`config.mk`:
```
export PLATFORM = sky130hd
export DESIGN_NAME = ip_prefix_access_filter
export DESIGN_NICKNAME = d
export VERILOG_FILES = /design/src/apf_pkg.sv /design/src/apf_cell.sv /design/src/ip_prefix_access_filter.sv
export SDC_FILE = /design/constraint.sdc
export NUM_CORES = 2
export LEC_CHECK = 0
export BUFFER_PORTS_ARGS = -buffer_cell sky130_fd_sc_hd__buf_2
export CAP_MARGIN = 20
export CORE_UTILIZATION = 40
export CTS_BUF_LIST = sky130_fd_sc_hd__clkbuf_2
export DETAILED_ROUTE_END_ITERATION = 10
export PLACE_DENSITY = 0.64
export SLEW_MARGIN = 20
export SYNTH_ARGS = -nofsm -noshare
export SYNTH_HDL_FRONTEND = slang
export SYNTH_SLANG_ARGS = --single-unit
```
`constraint.sdc`:
```
create_clock -name i_clk -period 1.95 [get_ports i_clk]
set_input_delay 0.39 -clock i_clk [delete_from_list [all_inputs] [get_ports i_clk]]
set_output_delay 0.39 -clock i_clk [all_outputs]
set_load 0.005 [all_outputs]
```
`src/apf_pkg.sv`:
```
// Shared types, constants and helpers for the IPv4 prefix access filter.
package apf_pkg;

    localparam int NUM_RULES = 16;
    localparam int ADDR_W    = 32;
    localparam int CNT_W     = 32;
    localparam int POLICY_W  = 2;
    localparam int OP_W      = 2;
    localparam int IDX_W     = 4;
    localparam int PLEN_W    = 6;
    localparam int DATA_W    = 32;
    localparam int PADDR_W   = 2;

    localparam logic [PADDR_W-1:0] ADDR_POLICY = '0;

    typedef enum logic [OP_W-1:0] {
        OP_CHECK = 2'd0,
        OP_WRITE = 2'd1,
        OP_CLEAR = 2'd2
    } t_op;

    typedef enum logic [POLICY_W-1:0] {
        POL_ALLOW = 2'd0,
        POL_DENY  = 2'd1
    } t_policy;

    typedef enum logic {
        ST_IDLE = 1'b0,
        ST_SCAN = 1'b1
    } t_state;

    typedef struct packed {
        logic [ADDR_W-1:0] network;
        logic [ADDR_W-1:0] mask;
        logic              is_deny;
        logic              enable;
    } t_rule;

    typedef struct packed {
        logic              valid;
        logic [ADDR_W-1:0] addr;
        logic              hit_allow;
        logic              hit_deny;
    } t_token;

    function automatic logic [ADDR_W-1:0] mask_from_prefix(input logic [PLEN_W-1:0] len);
        logic [ADDR_W-1:0] m;
        begin
            if (len >= PLEN_W'(ADDR_W)) begin
                m = '1;
            end else begin
                m = ~({ADDR_W{1'b1}} >> len);
            end
            return m;
        end
    endfunction

    function automatic logic [CNT_W-1:0] sat_inc(input logic [CNT_W-1:0] v);
        begin
            return (v == '1) ? v : v + CNT_W'(1);
        end
    endfunction

endpackage

```
`src/apf_cell.sv`:
```
// One rule cell: holds a rule and folds its match into the passing token.
module apf_cell (
    input  logic           i_clk,
    input  logic           i_rst_n,
    input  logic           i_wr_en,
    input  apf_pkg::t_rule i_wr_rule,
    input  apf_pkg::t_token i_tok,
    output apf_pkg::t_token o_tok
);
    import apf_pkg::*;

    t_rule  r_rule;
    t_token r_tok;
    t_token n_tok;
    logic   w_match;

    always_ff @(posedge i_clk) begin
        if (!i_rst_n) begin
            r_rule <= '0;
        end else if (i_wr_en) begin
            r_rule <= i_wr_rule;
        end
    end

    assign w_match = r_rule.enable &&
                     ((i_tok.addr & r_rule.mask) == (r_rule.network & r_rule.mask));

    always_comb begin
        n_tok           = i_tok;
        n_tok.hit_allow = i_tok.hit_allow | (w_match & ~r_rule.is_deny);
        n_tok.hit_deny  = i_tok.hit_deny  | (w_match &  r_rule.is_deny);
    end

    always_ff @(posedge i_clk) begin
        if (!i_rst_n) begin
            r_tok <= '0;
        end else begin
            r_tok <= n_tok;
        end
    end

    assign o_tok = r_tok;

endmodule

```
`src/ip_prefix_access_filter.sv`:
```
// Top level of the IPv4 prefix access filter: command port, rule cell chain, counters.
// An item is taken when start is high and busy is low. Rule writes, counter clears and
// unused op codes give their result strobe (o_valid) in the cycle after acceptance and
// never raise busy, so such items can be issued every cycle. An address check walks a
// chain of NUM_RULES rule cells, one cell per cycle, and its result is registered behind
// the last cell; busy stays high until that result shows, so no new item is taken while
// a check is still passing along the chain of cells. Every result is held for one
// cycle only and must be taken then; there is no way to stall it. The default policy
// register sits at byte address 0 of the configuration port and should only be written
// while busy is low and no result is pending.
module ip_prefix_access_filter (
    input  logic                         i_clk,
    input  logic                         i_rst_n,
    input  logic                         start,
    output logic                         busy,
    input  logic [apf_pkg::OP_W-1:0]     i_op,
    input  logic [apf_pkg::ADDR_W-1:0]   i_address,
    input  logic [apf_pkg::IDX_W-1:0]    i_rule_index,
    input  logic                         i_rule_is_deny,
    input  logic                         i_rule_enable,
    input  logic [apf_pkg::ADDR_W-1:0]   i_rule_network,
    input  logic [apf_pkg::ADDR_W-1:0]   i_rule_netmask,
    input  logic                         i_mask_is_prefix,
    input  logic [apf_pkg::PLEN_W-1:0]   i_prefix_len,
    output logic                         o_valid,
    output logic                         o_granted,
    output logic [apf_pkg::CNT_W-1:0]    o_granted_count,
    output logic [apf_pkg::CNT_W-1:0]    o_denied_count,
    input  logic                         psel,
    input  logic                         penable,
    input  logic                         pwrite,
    input  logic [apf_pkg::PADDR_W-1:0]  paddr,
    input  logic [apf_pkg::DATA_W-1:0]   pwdata,
    output logic [apf_pkg::DATA_W-1:0]   prdata,
    output logic                         pready
);
    import apf_pkg::*;

    t_state                r_state;
    t_state                n_state;
    logic [POLICY_W-1:0]   r_policy;
    logic [CNT_W-1:0]      r_grant_cnt;
    logic [CNT_W-1:0]      r_refuse_cnt;
    logic                  r_valid;
    logic                  r_granted;
    logic                  w_accept;
    logic                  w_access;
    t_rule                 w_wr_rule;
    t_token                w_tok [0:NUM_RULES];
    t_token                w_last;

    assign pready   = 1'b1;
    assign prdata   = {{(DATA_W-POLICY_W){1'b0}}, r_policy};
    assign busy     = (r_state == ST_SCAN);
    assign w_accept = start && !busy;

    always_ff @(posedge i_clk) begin
        if (!i_rst_n) begin
            r_policy <= POL_ALLOW;
        end else if (psel && penable && pwrite && pready && (paddr == ADDR_POLICY)) begin
            r_policy <= pwdata[POLICY_W-1:0];
        end
    end

    // rule write payload
    always_comb begin
        w_wr_rule.network = i_rule_network;
        w_wr_rule.mask    = i_mask_is_prefix ? mask_from_prefix(i_prefix_len) : i_rule_netmask;
        w_wr_rule.is_deny = i_rule_is_deny;
        w_wr_rule.enable  = i_rule_enable;
    end

    always_comb begin
        w_tok[0].valid     = w_accept && (i_op == OP_CHECK);
        w_tok[0].addr      = i_address;
        w_tok[0].hit_allow = 1'b0;
        w_tok[0].hit_deny  = 1'b0;
    end

    for (genvar k = 0; k < NUM_RULES; k++) begin : g_cell
        logic w_wr_en;
        assign w_wr_en = w_accept && (i_op == OP_WRITE) && (32'(i_rule_index) == k);
        apf_cell u_cell (
            .i_clk     (i_clk),
            .i_rst_n   (i_rst_n),
            .i_wr_en   (w_wr_en),
            .i_wr_rule (w_wr_rule),
            .i_tok     (w_tok[k]),
            .o_tok     (w_tok[k+1])
        );
    end

    assign w_last = w_tok[NUM_RULES];

    always_comb begin
        case (r_policy)
            POL_ALLOW: w_access = !w_last.hit_deny;
            POL_DENY:  w_access = w_last.hit_allow;
            default:   w_access = 1'b0;
        endcase
    end

    always_ff @(posedge i_clk) begin
        if (!i_rst_n) begin
            r_state <= ST_IDLE;
        end else begin
            r_state <= n_state;
        end
    end

    always_comb begin
        n_state = r_state;
        case (r_state)
            ST_IDLE: if (w_accept && (i_op == OP_CHECK)) n_state = ST_SCAN;
            ST_SCAN: if (w_last.valid) n_state = ST_IDLE;
            default: n_state = ST_IDLE;
        endcase
    end

    always_ff @(posedge i_clk) begin
        if (!i_rst_n) begin
            r_valid      <= 1'b0;
            r_granted    <= 1'b0;
            r_grant_cnt  <= '0;
            r_refuse_cnt <= '0;
        end else begin
            r_valid <= 1'b0;
            if (w_last.valid) begin
                r_valid   <= 1'b1;
                r_granted <= w_access;
                if (w_access) begin
                    r_grant_cnt <= sat_inc(r_grant_cnt);
                end else begin
                    r_refuse_cnt <= sat_inc(r_refuse_cnt);
                end
            end else if (w_accept && (i_op != OP_CHECK)) begin
                r_valid   <= 1'b1;
                r_granted <= 1'b0;
                if (i_op == OP_CLEAR) begin
                    r_grant_cnt  <= '0;
                    r_refuse_cnt <= '0;
                end
            end
        end
    end

    assign o_valid         = r_valid;
    assign o_granted       = r_granted;
    assign o_granted_count = r_grant_cnt;
    assign o_denied_count  = r_refuse_cnt;

endmodule

```
==> results by stage <==
Worst setup path:
- The critical path goes through buf_6, buf_6, buf_6.
- The total buffers and inverters traversed by the critical path is 3.
- The most numerous cell type found on the critical path is buf_6.
- The launch instance of the worst register-to-register path is busy.
- The family of cells with the greatest summed delay on the critical path is flip-flops.
- The data required time of the critical path is 1.56 ns.
- In this run the worst setup path begins at busy.
- STA classifies the critical path startpoint as a register.
- The delay of the slowest critical-path stage is 0.34 ns.
- The arrival time of data at the critical path endpoint is 2.35 ns.
- The kind of end point of the critical path is an output port.
- The worst setup path is of the register to output port kind.
- The largest driver fanout on the critical path is 2.
- The slowest stage of the critical path belongs to the cell dfxtp_2.

Clock network:
- The tree built by TritonCTS fans out to 1653 sinks.
- The clock buffer count from CTS is 421.
- The tree is rooted in a clkbuf_2.
- The clock-pin transition on the worst setup and hold timing paths is 0.09 ns.
- The TritonCTS clock tree is yes.
- The clock latency on the worst-skew pair is 1.73 ns.
- No sink is reached through more buffers than the 4 on the longest clock path.
- The depth of the CTS H-tree is 5.

Global routing:
- The initial antenna violation count is 20.
- The total congestion overflow after global routing is 0.
- Entering global routing, the biggest net connects 191 pins.
- The first global-routing pass estimated 290 mm of wire.
- The overall fraction of global-route tracks in use is 22.8%.
- The via count of the first global-routing pass came to 50878.

Floorplan:
- The cell row count is 146.
- The die is 403 µm tall.
- The top-level port count is 251.
- The die width is 403 µm.
- The area of the die is 163000 µm².
- For this configuration, the core starts out at a cell density of 40.5%.
- The placeable core area is 159000 µm².

Yosys:
- Of the synthesized area, sequential elements account for 51.4%.
- The synthesized design contains 0 enable-type register cells.
- During synthesis, Yosys emitted a total of 0 warnings.
- Synthesis handed over a netlist of 7163 instances.
- The average footprint of a synthesized cell is 9.00 µm².
- The proportion of netlist area held by the largest area contributor is 51.4%.
- The most frequently used flop master after synthesis is dfxtp_1.
- The unique cell type count in the Yosys netlist is 68.
- The dominant cell type by area after synthesis is dfxtp_1.
- Yosys attributes the largest share of cell area to dfxtp_1, nand2_1, and2_1, xor2_1, a21boi_0.
- The share of async-settable or async-resettable flops after synthesis is 0%.
- The post-synthesis instance area is 64400 µm².
- The flop and latch count out of synthesis is 1653.

Placed design:
- The congestion estimate from routability-driven global placement came to 0.859.
- The number of port buffers is 189.
- The half-perimeter wire length after detailed placement is 123 mm.

Drt:
- The iteration count of the initial detailed-routing pass is 6.
- The final antenna-violating net count is 0.
- For this block, the routed nets add up to 216 mm of wire.
- Across all layers, the routed design uses 54734 vias.
- The average vias per placed instance is 5.11.
- The number of design-rule violations left by the first detailed-router iteration is 4603.
- In the final routed layout, each cell accounts on average for 20.2 µm.
- In the routed design, unresolved DRC markers number 0.

Pwr:
- Across the VDD grid, the largest voltage drop is 0.600 mV.
- Combinational cells account for 6.6% of the total power.
- Summed over all nets, the switching power comes to 16.4 mW.
- The analysis attributes to cell leakage a power of 36.9 nW.
- The total design power is 60.2 mW.
- For this design the ratio of total power to cell area is 721 nW/µm².
- The part of the total power dissipated in sequential elements is 56.6%.
- Net switching is 27.3% of the power.
- The internal power of the cells is 43.8 mW.
- The clock network burns 36.8% of the power.

Hold path:
- The class of the tightest hold or removal check is input port to register.
- The worst hold path begins at i_prefix_len[3].

STA:
- After layout, the minimum clock period comes to 2.74 ns.
- On the final layout, the worst clock skew is 0.0878 ns.
- After routing, the total negative slack on setup checks comes to -222.16 ns.
- Setup violations remaining at the end of the flow were counted as 1100.
- The post-route clock period utilization is 140%.
- The max-slew violation count was 0.
- The number of hold-slack violations in the final timing report came to 0.
- For the pin with the worst max-slew slack, the measured transition is 1.36 ns.
- Setup repair after global routing could not meet its margin everywhere.
- The relative slew slack is 9.12%.
- For this run, the top clock speed supported by timing is 365 MHz.
- Across all setup checks in the final design, the least slack found is -0.786 ns.

Run status:
- The run finished, with violations left.
- The final reports fail on negative setup slack.

Flow run:
- Max-cap violations in this run came to 0.

Finish:
- The final layout contains 8434 nets.
- The share of layout cells above drive strength 1 is 22.1%.
- The count of fill cells added during filler insertion is 14091.
- Relative to the synthesized area, the layout overhead comes to 29.7%.
-- cell usage in the layout, fill, tap and decap left out, types with 47 or more instances in the layout --
master,count
a21boi_0,490
a21boi_1,89
a22oi_1,157
and2_1,823
buf_12,143
buf_2,128
buf_4,358
buf_6,203
clkbuf_16,64
clkbuf_2,587
clkinv_1,77
dfxtp_1,1576
dfxtp_2,57
dlygate4sd3_1,291
nand2_1,1651
nand2_2,72
nand4_1,84
nor2_1,53
o211a_1,149
o21ai_0,302
o21ai_1,47
xor2_1,521
-- stage by stage --
stage / setup slack [ns] / instance area, µm² / hold WS, ns / std cells / util (%)
after floorplan: -0.0277 / 64600 / 0.401 / 7192 / -
after global placement: -0.404 / 70900 / 0.416 / 9426 / 44.6
after detailed placement: -0.450 / 70900 / 0.417 / 9426 / 44.6
after CTS: -0.992 / 79400 / -0.0654 / 10509 / 49.9
after global routing: -1.01 / 83500 / 0.0459 / 10696 / 52.5
final: -0.786 / 83500 / 0.205 / 10704 / 52.5
-- registers in the layout, indices dropped and copies added, names as in the netlist --
| register | count |
|---|---|
| o_granted_count | 32 |
| g_cell.u_cell.o_tok | 528 |
| o_valid | 1 |
| g_cell.u_cell.r_rule | 1056 |
| o_denied_count | 32 |
| r_policy | 2 |
| busy | 1 |
| o_granted | 1 |
-- worst register-to-register path: stages, from the launching register on --
cell       delay [ns]
dfxtp_2          0.34
buf_4            0.13
nand4bb_4        0.22
buf_6            0.15
or3_4            0.40
buf_6            0.15
nor3_4           0.17
buf_6            0.17
buf_12           0.15
buf_12           0.16
nand2_1          0.09
a21boi_1         0.21
-- layout make-up --
| cell class | count | area, µm² | area share, % |
|---|---|---|---|
| clock buffer | 586 | 2930 | 3.51 |
| tap | 2146 | 2690 | 3.21 |
| timing repair buffer | 1218 | 13600 | 16.3 |
| antenna | 20 | 50.0 | 0.0599 |
| sequential | 1653 | 33200 | 39.8 |
| clock inverter | 94 | 449 | 0.538 |
| multi-input combinational | 4961 | 30500 | 36.5 |
| inverter | 26 | 97.6 | 0.117 |
-- layer usage --
metal  GRT usage (%)  vias up  share of wire (%)
li1                -    26023                  -
met1            29.5    26172                 41
met2            36.9     1929                 48
met3            4.25      606                6.0
met4            9.71        4                5.0
met5               0        -              0.012
-- path summary, 6_finish.rpt --
path,endpoint,slack [ns],depth (start not counted)
setup / recovery,busy,-0.79,3
hold / removal,g_cell[12].u_cell.r_rule[11],0.20,9
setup reg to reg,g_cell[0].u_cell.r_rule[64],-0.40,11
hold reg to reg,g_cell[7].u_cell.o_tok[1],0.40,2
-- Yosys cell counts (all sizes together) (7+ instances only) --
| library cell | instances |
|---|---|
| nor3 | 26 |
| and3 | 17 |
| clkbuf | 468 |
| a21oi | 47 |
| and2 | 823 |
| nand4 | 85 |
| nor2 | 69 |
| nor2b | 19 |
| xnor2 | 11 |
| or3 | 9 |
| a22oi | 157 |
| nand2 | 1764 |
| buf | 85 |
| xor2 | 522 |
| o211a | 149 |
| o21ai | 387 |
| or4 | 19 |
| o221a | 8 |
| a22o | 34 |
| dfxtp | 1653 |
| a221oi | 35 |
| a21o | 7 |
| a21boi | 605 |
| inv | 26 |
| nor4 | 11 |
| nand3 | 48 |
| a222oi | 16 |
-- logic make-up after synthesis --
family	synth area share [%]
AND/OR/NAND/NOR	21.2
flip-flops	51.4
AO/OA/AOI/OAI	16.4
buffers and inverters	3.63
XOR/XNOR	7.24
multiplexers	0.0621
adder cells (fa/ha/maj)	0.0388
other	0.0117
-- repair_timing --
action / CTS / global route
resized for setup: 339 / 478
pin swaps: 42 / 100
buffers inserted: 91 / 66
hold endpoints to repair: 1653 / 96
endpoints found under the setup margin: 837 / 1111
gates cloned: 11 / 106
hold buffers: 311 / 6
-- power groups by stage --
stage               sequential [mW]  combinational, mW  clock, mW
floorplan                      34.8               1.39          0
global placement               34.9               2.94          0
detailed placement             34.9               2.95          0
CTS                            34.1               3.64       22.7
global route                   34.1               4.09       24.6
finish                         34.1               3.97       22.2
Power figures use the tool's default switching activity.
